## src/hdl/sti_pkg.sv

```systemverilog
// ----------------------------------------------------------------------------
// sti_pkg
// Shared types and constants of the calibration table interpolator.
// ----------------------------------------------------------------------------
package sti_pkg;

  // table geometry
  localparam int TableDepth = 64;
  localparam int IdxW       = (TableDepth > 1) ? $clog2(TableDepth) : 1;
  localparam int CntW       = IdxW + 1;

  // field widths
  localparam int SampleW = 16;
  localparam int TempW   = 21;
  localparam int StepW   = 8;
  localparam int DegW    = 10;

  // running base temperature min + step*i, signed
  localparam int AccW     = IdxW + StepW + 2;
  localparam int OutCalcW = (AccW + 4 > TempW) ? AccW + 4 : TempW;

  // shared divider: step*a*16 over b
  localparam int NumW = StepW + SampleW + 4;
  localparam int DenW = SampleW;

  // configuration port
  localparam int CfgIdxW  = 3;
  localparam int CfgDataW = 10;

  localparam logic [CfgIdxW-1:0] CfgMinTemp  = 3'd0;
  localparam logic [CfgIdxW-1:0] CfgMaxTemp  = 3'd1;
  localparam logic [CfgIdxW-1:0] CfgStep     = 3'd2;
  localparam logic [CfgIdxW-1:0] CfgEntries  = 3'd3;
  localparam logic [CfgIdxW-1:0] CfgNegCoeff = 3'd4;

  // item modes
  localparam logic ModeConvert = 1'b0;
  localparam logic ModeWrite   = 1'b1;

  // range status codes
  localparam logic [1:0] StatusInterp = 2'd0;
  localparam logic [1:0] StatusMin    = 2'd1;
  localparam logic [1:0] StatusMax    = 2'd2;

  typedef struct packed {
    logic               mode;
    logic [5:0]         entry_index;
    logic [SampleW-1:0] sample_value;
  } in_item_t;

  typedef struct packed {
    logic signed [TempW-1:0] temperature_q4;
    logic [1:0]              range_status;
  } result_t;

  typedef enum logic [2:0] {
    ST_IDLE,
    ST_FETCH,
    ST_CMP,
    ST_MUL,
    ST_DIV_GO,
    ST_DIV_WAIT
  } state_e;

endpackage

```

## src/hdl/sti_table.sv

```systemverilog
// ----------------------------------------------------------------------------
// sti_table
// Calibration table memory: one write port, one registered read port.
// ----------------------------------------------------------------------------
module sti_table (
  input  logic                        clk_i,
  input  logic                        wr_en_i,
  input  logic [sti_pkg::IdxW-1:0]    wr_addr_i,
  input  logic [sti_pkg::SampleW-1:0] wr_data_i,
  input  logic [sti_pkg::IdxW-1:0]    rd_addr_i,
  output logic [sti_pkg::SampleW-1:0] rd_data_o
);

  logic [sti_pkg::SampleW-1:0] mem_q [sti_pkg::TableDepth];

  // write port
  always_ff @(posedge clk_i) begin
    if (wr_en_i) begin
      mem_q[wr_addr_i] <= wr_data_i;
    end
  end

  // registered read port
  always_ff @(posedge clk_i) begin
    rd_data_o <= mem_q[rd_addr_i];
  end

endmodule

```

## src/hdl/sti_divider.sv

```systemverilog
// ----------------------------------------------------------------------------
// sti_divider
// Restoring divider, one quotient bit per cycle through a shared subtractor.
// ----------------------------------------------------------------------------
module sti_divider (
  input  logic                     clk_i,
  input  logic                     rst_ni,
  input  logic                     start_i,
  input  logic [sti_pkg::NumW-1:0] num_i,
  input  logic [sti_pkg::DenW-1:0] den_i,
  output logic                     done_o,
  output logic [sti_pkg::NumW-1:0] quot_o
);

  localparam int BitCntW = $clog2(sti_pkg::NumW + 1);

  logic [sti_pkg::DenW-1:0] rem_q, rem_d;
  logic [sti_pkg::NumW-1:0] quo_q, quo_d;
  logic [sti_pkg::DenW-1:0] den_q, den_d;
  logic [BitCntW-1:0]       bits_q, bits_d;
  logic                     run_q, run_d;
  logic                     done_q, done_d;
  logic [sti_pkg::DenW:0]   shifted;
  logic [sti_pkg::DenW:0]   trial;

  // one shift and trial subtract per cycle
  always_comb begin
    rem_d   = rem_q;
    quo_d   = quo_q;
    den_d   = den_q;
    bits_d  = bits_q;
    run_d   = run_q;
    done_d  = 1'b0;
    shifted = {rem_q, quo_q[sti_pkg::NumW-1]};
    trial   = shifted - {1'b0, den_q};
    if (start_i) begin
      rem_d  = '0;
      quo_d  = num_i;
      den_d  = den_i;
      bits_d = BitCntW'(sti_pkg::NumW);
      run_d  = 1'b1;
    end else if (run_q) begin
      if (!trial[sti_pkg::DenW]) begin
        rem_d = trial[sti_pkg::DenW-1:0];
        quo_d = {quo_q[sti_pkg::NumW-2:0], 1'b1};
      end else begin
        rem_d = shifted[sti_pkg::DenW-1:0];
        quo_d = {quo_q[sti_pkg::NumW-2:0], 1'b0};
      end
      bits_d = bits_q - 1'b1;
      if (bits_q == BitCntW'(1)) begin
        run_d  = 1'b0;
        done_d = 1'b1;
      end
    end
  end

  // control state
  always_ff @(posedge clk_i or negedge rst_ni) begin
    if (!rst_ni) begin
      run_q  <= 1'b0;
      done_q <= 1'b0;
      bits_q <= '0;
    end else begin
      run_q  <= run_d;
      done_q <= done_d;
      bits_q <= bits_d;
    end
  end

  // datapath
  always_ff @(posedge clk_i) begin
    rem_q <= rem_d;
    quo_q <= quo_d;
    den_q <= den_d;
  end

  assign done_o = done_q;
  assign quot_o = quo_q;

endmodule

```

## src/hdl/sensor_table_interpolator.sv

```systemverilog
// ----------------------------------------------------------------------------
// sensor_table_interpolator
// Converts a raw reading to temperature by walking the calibration table
// and interpolating between neighboring entries.
// ----------------------------------------------------------------------------
// A table write item is taken while idle. A conversion with a non-empty table
// scans it with a memory read state and a compare state for each entry, then,
// when it interpolates, a multiply state and, over a positive span, a divider
// start state and the divider wait state. The done_o strobe is registered from
// the final state, lasts one cycle and the receiver cannot stall it.
// Reset sets min 0, max 0, step 5, entries 1, coefficient 0; table undefined.
// ----------------------------------------------------------------------------
module sensor_table_interpolator (
  input  logic                         clk_i,
  input  logic                         rst_ni,
  input  logic                         start,
  output logic                         busy,
  input  sti_pkg::in_item_t            in_item_i,
  output logic                         done_o,
  output sti_pkg::result_t             result_o,
  input  logic                         cfg_valid_i,
  output logic                         cfg_ready_o,
  input  logic [sti_pkg::CfgIdxW-1:0]  cfg_index_i,
  input  logic [sti_pkg::CfgDataW-1:0] cfg_data_i
);

  // configuration registers
  logic signed [sti_pkg::DegW-1:0] min_temp_q;
  logic signed [sti_pkg::DegW-1:0] max_temp_q;
  logic [sti_pkg::StepW-1:0]       step_q;
  logic [6:0]                      entries_q;
  logic                            neg_coeff_q;

  // sequencer state
  sti_pkg::state_e                 state_q, state_d;
  logic [sti_pkg::CntW-1:0]        cnt_q, cnt_d;
  logic [sti_pkg::CntW-1:0]        count_q, count_d;
  logic [sti_pkg::SampleW-1:0]     reading_q, reading_d;
  logic [sti_pkg::SampleW-1:0]     prev_q, prev_d;
  logic signed [sti_pkg::AccW-1:0] acc_q, acc_d;
  logic [sti_pkg::SampleW-1:0]     a_q, a_d;
  logic [sti_pkg::SampleW-1:0]     b_q, b_d;
  logic                            bpos_q, bpos_d;
  logic [sti_pkg::NumW-1:0]        prod_q, prod_d;
  sti_pkg::result_t                res_q, res_d;
  logic                            done_q, done_d;

  // datapath helpers
  logic                                accept;
  logic                                tbl_wr;
  logic [sti_pkg::SampleW-1:0]         cur;
  logic                                hit;
  logic [sti_pkg::SampleW:0]           b_diff;
  logic [sti_pkg::StepW+sti_pkg::SampleW-1:0] mul;
  logic signed [sti_pkg::OutCalcW-1:0] acc_ext;
  logic signed [sti_pkg::OutCalcW-1:0] base_q4;
  logic signed [sti_pkg::TempW-1:0]    min_q4;
  logic signed [sti_pkg::TempW-1:0]    max_q4;
  logic [sti_pkg::TempW-1:0]           interp_c0;
  logic                                div_start;
  logic                                div_done;
  logic [sti_pkg::NumW-1:0]            div_quot;

  assign accept      = start && !busy;
  assign tbl_wr      = accept && (in_item_i.mode == sti_pkg::ModeWrite) &&
                       (32'(in_item_i.entry_index) < sti_pkg::TableDepth);
  assign cfg_ready_o = 1'b1;

  // configuration writes
  always_ff @(posedge clk_i or negedge rst_ni) begin
    if (!rst_ni) begin
      min_temp_q  <= '0;
      max_temp_q  <= '0;
      step_q      <= sti_pkg::StepW'(5);
      entries_q   <= 7'd1;
      neg_coeff_q <= 1'b0;
    end else if (cfg_valid_i && cfg_ready_o) begin
      case (cfg_index_i)
        sti_pkg::CfgMinTemp:  min_temp_q  <= cfg_data_i;
        sti_pkg::CfgMaxTemp:  max_temp_q  <= cfg_data_i;
        sti_pkg::CfgStep:     step_q      <= cfg_data_i[sti_pkg::StepW-1:0];
        sti_pkg::CfgEntries:  entries_q   <= cfg_data_i[6:0];
        sti_pkg::CfgNegCoeff: neg_coeff_q <= cfg_data_i[0];
        default: ;
      endcase
    end
  end

  sti_table u_table (
    .clk_i     (clk_i),
    .wr_en_i   (tbl_wr),
    .wr_addr_i (sti_pkg::IdxW'(in_item_i.entry_index)),
    .wr_data_i (in_item_i.sample_value),
    .rd_addr_i (cnt_q[sti_pkg::IdxW-1:0]),
    .rd_data_o (cur)
  );

  sti_divider u_divider (
    .clk_i   (clk_i),
    .rst_ni  (rst_ni),
    .start_i (div_start),
    .num_i   (prod_q),
    .den_i   (b_q),
    .done_o  (div_done),
    .quot_o  (div_quot)
  );

  // compare, spans, product and fixed point scaling
  assign hit    = neg_coeff_q ? (cur >= reading_q) : (cur <= reading_q);
  assign b_diff = neg_coeff_q ? ({1'b0, cur} - {1'b0, prev_q})
                              : ({1'b0, prev_q} - {1'b0, cur});
  assign mul     = (sti_pkg::StepW + sti_pkg::SampleW)'(step_q) *
                   (sti_pkg::StepW + sti_pkg::SampleW)'(a_q);
  assign acc_ext = sti_pkg::OutCalcW'(acc_q);
  assign base_q4 = acc_ext <<< 4;
  assign min_q4  = sti_pkg::TempW'(min_temp_q) <<< 4;
  assign max_q4  = sti_pkg::TempW'(max_temp_q) <<< 4;
  assign interp_c0 = base_q4[sti_pkg::TempW-1:0];
  assign div_start = (state_q == sti_pkg::ST_DIV_GO);

  // sequencer
  always_comb begin
    state_d   = state_q;
    cnt_d     = cnt_q;
    count_d   = count_q;
    reading_d = reading_q;
    prev_d    = prev_q;
    acc_d     = acc_q;
    a_d       = a_q;
    b_d       = b_q;
    bpos_d    = bpos_q;
    prod_d    = prod_q;
    res_d     = res_q;
    done_d    = 1'b0;
    case (state_q)
      sti_pkg::ST_IDLE: begin
        if (accept && (in_item_i.mode == sti_pkg::ModeConvert)) begin
          reading_d = in_item_i.sample_value;
          cnt_d     = '0;
          prev_d    = '0;
          acc_d     = sti_pkg::AccW'(min_temp_q);
          if (32'(entries_q) > sti_pkg::TableDepth) begin
            count_d = sti_pkg::CntW'(sti_pkg::TableDepth);
          end else begin
            count_d = sti_pkg::CntW'(entries_q);
          end
          if (entries_q == '0) begin
            // empty table gives the maximum
            res_d.temperature_q4 = max_q4;
            res_d.range_status   = sti_pkg::StatusMax;
            done_d               = 1'b1;
          end else begin
            state_d = sti_pkg::ST_FETCH;
          end
        end
      end
      sti_pkg::ST_FETCH: begin
        state_d = sti_pkg::ST_CMP;
      end
      sti_pkg::ST_CMP: begin
        if (hit) begin
          if (cnt_q == '0) begin
            // reading at or before the first entry
            res_d.temperature_q4 = min_q4;
            res_d.range_status   = sti_pkg::StatusMin;
            done_d               = 1'b1;
            state_d              = sti_pkg::ST_IDLE;
          end else begin
            a_d     = neg_coeff_q ? (cur - reading_q) : (reading_q - cur);
            b_d     = b_diff[sti_pkg::SampleW-1:0];
            bpos_d  = !b_diff[sti_pkg::SampleW] && (b_diff != '0);
            state_d = sti_pkg::ST_MUL;
          end
        end else begin
          prev_d = cur;
          acc_d  = acc_q + $signed({{(sti_pkg::AccW-sti_pkg::StepW){1'b0}}, step_q});
          cnt_d  = cnt_q + 1'b1;
          if (cnt_q + 1'b1 == count_q) begin
            // walked off the end of the table
            res_d.temperature_q4 = max_q4;
            res_d.range_status   = sti_pkg::StatusMax;
            done_d               = 1'b1;
            state_d              = sti_pkg::ST_IDLE;
          end else begin
            state_d = sti_pkg::ST_FETCH;
          end
        end
      end
      sti_pkg::ST_MUL: begin
        prod_d = {mul, 4'b0000};
        if (bpos_q) begin
          state_d = sti_pkg::ST_DIV_GO;
        end else begin
          // no span, no correction term
          res_d.temperature_q4 = interp_c0;
          res_d.range_status   = sti_pkg::StatusInterp;
          done_d               = 1'b1;
          state_d              = sti_pkg::ST_IDLE;
        end
      end
      sti_pkg::ST_DIV_GO: begin
        state_d = sti_pkg::ST_DIV_WAIT;
      end
      sti_pkg::ST_DIV_WAIT: begin
        if (div_done) begin
          res_d.temperature_q4 = interp_c0 - div_quot[sti_pkg::TempW-1:0];
          res_d.range_status   = sti_pkg::StatusInterp;
          done_d               = 1'b1;
          state_d              = sti_pkg::ST_IDLE;
        end
      end
      default: begin
        state_d = sti_pkg::ST_IDLE;
      end
    endcase
  end

  // control state
  always_ff @(posedge clk_i or negedge rst_ni) begin
    if (!rst_ni) begin
      state_q <= sti_pkg::ST_IDLE;
      cnt_q   <= '0;
      count_q <= '0;
      done_q  <= 1'b0;
    end else begin
      state_q <= state_d;
      cnt_q   <= cnt_d;
      count_q <= count_d;
      done_q  <= done_d;
    end
  end

  // datapath
  always_ff @(posedge clk_i) begin
    reading_q <= reading_d;
    prev_q    <= prev_d;
    acc_q     <= acc_d;
    a_q       <= a_d;
    b_q       <= b_d;
    bpos_q    <= bpos_d;
    prod_q    <= prod_d;
    res_q     <= res_d;
  end

  assign busy     = (state_q != sti_pkg::ST_IDLE);
  assign done_o   = done_q;
  assign result_o = res_q;

endmodule

```

## config.mk

```make
export PLATFORM = sky130hd
export DESIGN_NAME = sensor_table_interpolator
export DESIGN_NICKNAME = d
export VERILOG_FILES = /design/src/hdl/sti_pkg.sv /design/src/hdl/sti_table.sv /design/src/hdl/sti_divider.sv /design/src/hdl/sensor_table_interpolator.sv
export SDC_FILE = /design/constraint.sdc
export NUM_CORES = 2
export LEC_CHECK = 0
export BUFFER_PORTS_ARGS = -buffer_cell sky130_fd_sc_hd__buf_4
export CAP_MARGIN = 20
export CORE_UTILIZATION = 45
export DETAILED_ROUTE_END_ITERATION = 12
export SETUP_SLACK_MARGIN = 0.1
export SLEW_MARGIN = 20
export SYNTH_ARGS = -nofsm -noshare
export SYNTH_HDL_FRONTEND = slang
export SYNTH_SLANG_ARGS = --single-unit
```

## constraint.sdc

```tcl
create_clock -name clk_i -period 6.46 [get_ports clk_i]
set_clock_uncertainty 0.05 [all_clocks]
set_input_delay 1.938 -clock clk_i [delete_from_list [all_inputs] [get_ports clk_i]]
set_output_delay 1.938 -clock clk_i [all_outputs]
set_load 0.005 [all_outputs]
```

==> reports/qor_table.md <==
| Result | Value | Unit |
| --- | --- | --- |
| Achievable Freq | 175.9 | MHz |
| Register area share after synthesis | 65.62 | % |
| Placeable core region | 0.1277 | mm2 |
| Final count of pins violating max slew | 0 | - |
| Share of cells above drive strength 1 | 21.19 | % |
| Clock-pin slew on the worst setup and hold paths | 0.05 | ns |
| Fraction of registers with async set/reset | 4.732 | % |
| Static leakage | 22.59 | nW |
| Total clock sinks | 1289 | - |
| Top-level I/O count | 66 | - |
| TritonCTS Buffers | 139 | - |
| Clock root buffer | sky130_fd_sc_hd__clkbuf_16 | - |
| Min Tclk post-route | 5.684 | ns |
| Max IR drop VDD | 337.8 | uV |
| Cell Count, Final, Fillers Out | 5330 | - |
| Switching power | 10.37 | mW |
| Post-synthesis share of cell area spent on full adders, half adders and majority gates | 6.381 | % |
| Part of the power in registers | 35.7 | % |
| Part of the cycle the worst path needs | 87.99 | % |
| Class of the tightest hold or removal check | reg -> reg | - |
| Post-synthesis sequential element count | 1289 | - |
| Syn Area/Cell | 17.05 | um2 |
| Kind of critical path | reg -> reg | - |
| Unrepaired setup endpoints after global routing | no | - |
| Hpwl dp | 83820 | um |
| Reg-to-Reg Start | step_q[2] | - |
| Clock tree from TritonCTS | done | - |
| Worst-case hold path end point | u_divider.den_q[13] | - |
| Horizontal die dimension | 361.1 | um |
| Post-synthesis mux area share | 14.32 | % |
| Number of buffer cells added on primary ports | 64 | - |
| Final wirelength | 132400 | um |
| Share of the synthesized netlist area taken by xor and xnor gates | 1.526 | % |
| Register-to-Register Setup Slack | 0.78 | ns |
| Global placer's final weighted congestion | 0.8380 | - |
| Total grt overflow | 0 | - |
| Routed length per placed instance | 24.83 | um |
| Number of cells in the design after placement | 5081 | - |
| Dominant combinational cell family by area after synthesis | multiplexers | - |
| Number of hold-repair buffers added at the cts stage | 0 | - |
| Post-Syn Instances | 3404 | - |
| Ratio of routed vias to standard cells | 5.609 | - |
| Critical path fanouts, max | 18 | - |
| Largest net degree at the start of global routing | 95 | - |
| Simple-gate share of the synthesized area | 5.430 | % |
| Endpoint of the worst register-to-register path | prod_q[26] | - |
| Worst max-slew margin expressed relative to the limit | 32.87 | % |
| Relative contribution of combinational cells to total power | 38.4 | % |
| Synth warnings | 0 | - |
| Overall die area | 0.1304 | mm2 |
| Setup crit end kind | flip-flop | - |
| Total via count in the routed design | 29.90k | - |
| Number of flops mapped to enable cells by yosys | 1196 | - |
| Clock network power share | 25.9 | % |
| Number of global-route vias before repair | 30.61k | - |
| Row Count | 131 | - |
| Detail Route Antenna Nets | 0 | - |
| Chip Height | 361.1 | um |
| Nets in the synthesized netlist | 3686 | - |
| Complex-gate fraction of the synthesized area | 4.182 | % |
| Effective utilization at floorplan | 45.46 | % |
| Maximum clock insertion buffer count | 3 | - |
| Min-Delay Path Depth | 0 | - |
| Final-layout setup total negative slack | 0 | ns |
| H-Tree Depth | 4 | - |
| Number of gates resized after CTS | 0 | - |
| Net switching share of the total power | 34.18 | % |
| Initial antenna violation count | 8 | - |
| Int Pwr | 19.98 | mW |
| Clock latency reported for the late side of the worst-skew pair | 0.76 | ns |
| Setup-violating endpoint count in the final report | 0 | - |
| Number of nets in the finished design | 3842 | - |
| Starting DRT DRC Count | 2544 | - |
| PD cells | 464.7 | mW/mm2 |
| Netlist cell types | 98 | - |
| Arrival time of data at the critical path endpoint | 6.12 | ns |
| Transition at the pin with the smallest max-transition slack | 1.007 | ns |
| Startpoint of the tightest hold check path | b_q[13] | - |
| Netlist area before placement | 0.05804 | mm2 |
| Outcome | finished clean | - |
| Required time of the critical path | 6.89 | ns |
| Number of buffers inserted by post-CTS setup repair | 0 | - |
| Final count of hold timing violations | 0 | - |
| Top flip-flop cell by instance count after synthesis | sky130_fd_sc_hd__edfxtp_1 | - |
| Layout Area Growth over Synthesis | 12.54 | % |
| Number of search-and-repair iterations in the first detailed-routing pass | 5 | - |
| GRT Total Usage | 20.58 | % |
| Max-capacitance violation count | 0 | - |
| Cells on worst reg2reg path | 18 | - |
| Remaining DRCs | 0 | - |
| Type of origin of the critical path | flip-flop | - |
| Global-route wire length before repair | 198700 | um |
how the worst max path moves through the flow:
| stage | start | end | depth (start not counted) | slack, ns |
|---|---|---|---|---|
| 2_1_floorplan | step_q[2] | prod_q[26] | 19 | 1.03 |
| 3_3_place_gp | step_q[2] | prod_q[26] | 18 | 0.78 |
| 3_5_place_dp | step_q[2] | prod_q[26] | 18 | 0.74 |
| 4_1_cts | step_q[2] | prod_q[26] | 18 | 0.73 |
| 5_1_grt | step_q[2] | prod_q[26] | 18 | 0.53 |
| 6_report | step_q[2] | prod_q[26] | 18 | 0.78 |
cells in the final DEF, fill, tap and decap left out, types with 90 or more instances in the layout:
master / Yosys / final
sky130_fd_sc_hd__a21oi_1: 109 / 109
sky130_fd_sc_hd__and2_1: 116 / 116
sky130_fd_sc_hd__buf_4: 3 / 156
sky130_fd_sc_hd__clkbuf_16: 0 / 141
sky130_fd_sc_hd__edfxtp_1: 1196 / 1196
sky130_fd_sc_hd__fa_1: 90 / 90
sky130_fd_sc_hd__ha_1: 152 / 152
sky130_fd_sc_hd__inv_1: 223 / 221
sky130_fd_sc_hd__mux4_2: 336 / 336
sky130_fd_sc_hd__nand2_1: 171 / 171
sky130_fd_sc_hd__nor2_1: 158 / 158
sky130_fd_sc_hd__o21ai_0: 94 / 94
per-stage QoR:
stage	setup WS [ns]	hold WS [ns]	total power, mW	util, %	area, um2
global placement	0.7754	0.3505	22.68	47.62	60800
CTS	0.7341	0.3576	30.67	51.15	65320
finish	0.7760	0.3567	30.35	51.16	65320
global route	0.5267	0.3695	32.22	51.15	65320
detailed placement	0.7400	0.3545	22.75	47.62	60800
floorplan	1.033	0.3503	19.28	-	58040
cells in the mapped netlist (12+ instances only):
library cell | instances | area [um2]
sky130_fd_sc_hd__dfrtp_1 | 58 | 1451
sky130_fd_sc_hd__nand2b_1 | 17 | 106.4
sky130_fd_sc_hd__edfxtp_1 | 1196 | 35910
sky130_fd_sc_hd__mux2_2 | 41 | 461.7
sky130_fd_sc_hd__ha_1 | 152 | 1902
sky130_fd_sc_hd__nand3_1 | 22 | 110.1
sky130_fd_sc_hd__xnor2_1 | 66 | 578.1
sky130_fd_sc_hd__nand2_1 | 171 | 641.9
sky130_fd_sc_hd__nor3_1 | 18 | 90.09
sky130_fd_sc_hd__buf_1 | 18 | 67.56
sky130_fd_sc_hd__a21o_1 | 30 | 225.2
sky130_fd_sc_hd__mux4_2 | 336 | 7567
sky130_fd_sc_hd__dfxtp_1 | 32 | 640.6
sky130_fd_sc_hd__nor2_1 | 158 | 593.1
sky130_fd_sc_hd__inv_1 | 223 | 837.1
sky130_fd_sc_hd__and2_1 | 116 | 725.7
sky130_fd_sc_hd__o21ai_0 | 94 | 470.5
sky130_fd_sc_hd__and3_1 | 19 | 118.9
sky130_fd_sc_hd__nor2b_1 | 24 | 150.1
sky130_fd_sc_hd__buf_2 | 27 | 135.1
sky130_fd_sc_hd__xor2_1 | 32 | 280.3
sky130_fd_sc_hd__clkbuf_1 | 93 | 349.1
sky130_fd_sc_hd__a21oi_1 | 109 | 545.5
sky130_fd_sc_hd__mux2i_1 | 27 | 270.3
sky130_fd_sc_hd__fa_1 | 90 | 1802
sky130_fd_sc_hd__a31oi_1 | 12 | 75.07
sky130_fd_sc_hd__o21a_1 | 13 | 97.59
power groups by stage:
| stage | Clock, mW | Sequential, mW | Combinational, mW |
|---|---|---|---|
| floorplan | 0 | 10.6 | 8.68 |
| global placement | 0 | 11.0 | 11.7 |
| detailed placement | 0 | 11.0 | 11.7 |
| CTS | 8.02 | 10.8 | 11.8 |
| global route | 8.34 | 10.9 | 13.0 |
| finish | 7.86 | 10.8 | 11.7 |
area by class of cell:
class	instances	area, um2
Tap cell	1662	2079
Multi-Input combinational cell	1745	18510
Clock inverter	73	802.0
Fill cell	10350	62360
Inverter	224	844.6
Clock buffer	175	3716
Antenna cell	1	2.502
Timing Repair Buffer	161	1271
Sequential cell	1289	38100
worst max-delay path: stages, from the launching register on:
cell and delay [ns]:
sky130_fd_sc_hd__dfstp_2 0.73, sky130_fd_sc_hd__nand2_1 0.13, sky130_fd_sc_hd__fa_1 0.52, sky130_fd_sc_hd__fa_1 0.55, sky130_fd_sc_hd__inv_1 0.05, sky130_fd_sc_hd__fa_1 0.47
sky130_fd_sc_hd__inv_1 0.05, sky130_fd_sc_hd__fa_1 0.48, sky130_fd_sc_hd__inv_1 0.04, sky130_fd_sc_hd__ha_1 0.31, sky130_fd_sc_hd__o21a_1 0.19, sky130_fd_sc_hd__o21a_1 0.16
sky130_fd_sc_hd__o22ai_1 0.28, sky130_fd_sc_hd__o21ai_1 0.16, sky130_fd_sc_hd__o31a_1 0.30, sky130_fd_sc_hd__a221o_1 0.37, sky130_fd_sc_hd__a211oi_1 0.31, sky130_fd_sc_hd__a21oi_1 0.14
sky130_fd_sc_hd__xor2_1 0.15
metal layers:
layer  wire (um)  track usage (%)  part of all wire [%]
met1       56710            27.99                    43
met2       66210            34.59                    50
met3        6753            3.423                   5.1
met4        2664            5.073                   2.0
met5          29                0                 0.022
logic make-up after synthesis:
family / after synthesis
AO/OA/AOI/OAI: 376
XOR/XNOR: 99
adder cells (fa/ha/maj): 242
buffers and inverters: 370
flip-flops: 1289
multiplexers: 405
other: 1
AND/OR/NAND/NOR: 622
flip-flops by register name, summed over array words and instances, names as in the netlist, 3 cells and up:
name and count:
u_divider.bits_q 5, reading_q 16, a_q 16, u_table.rd_data_o 16, max_temp_q 10, prev_q 16
u_divider.rem_q 16, min_temp_q 10, b_q 16, u_divider.quot_o 28, result_o 23, u_divider.den_q 16
entries_q 7, step_q 8, acc_q 16, cnt_q 7, state_q 3, count_q 7
prod_q 24, u_table.mem_q 1024
Note: power is estimated with default switching activity, not from simulation.
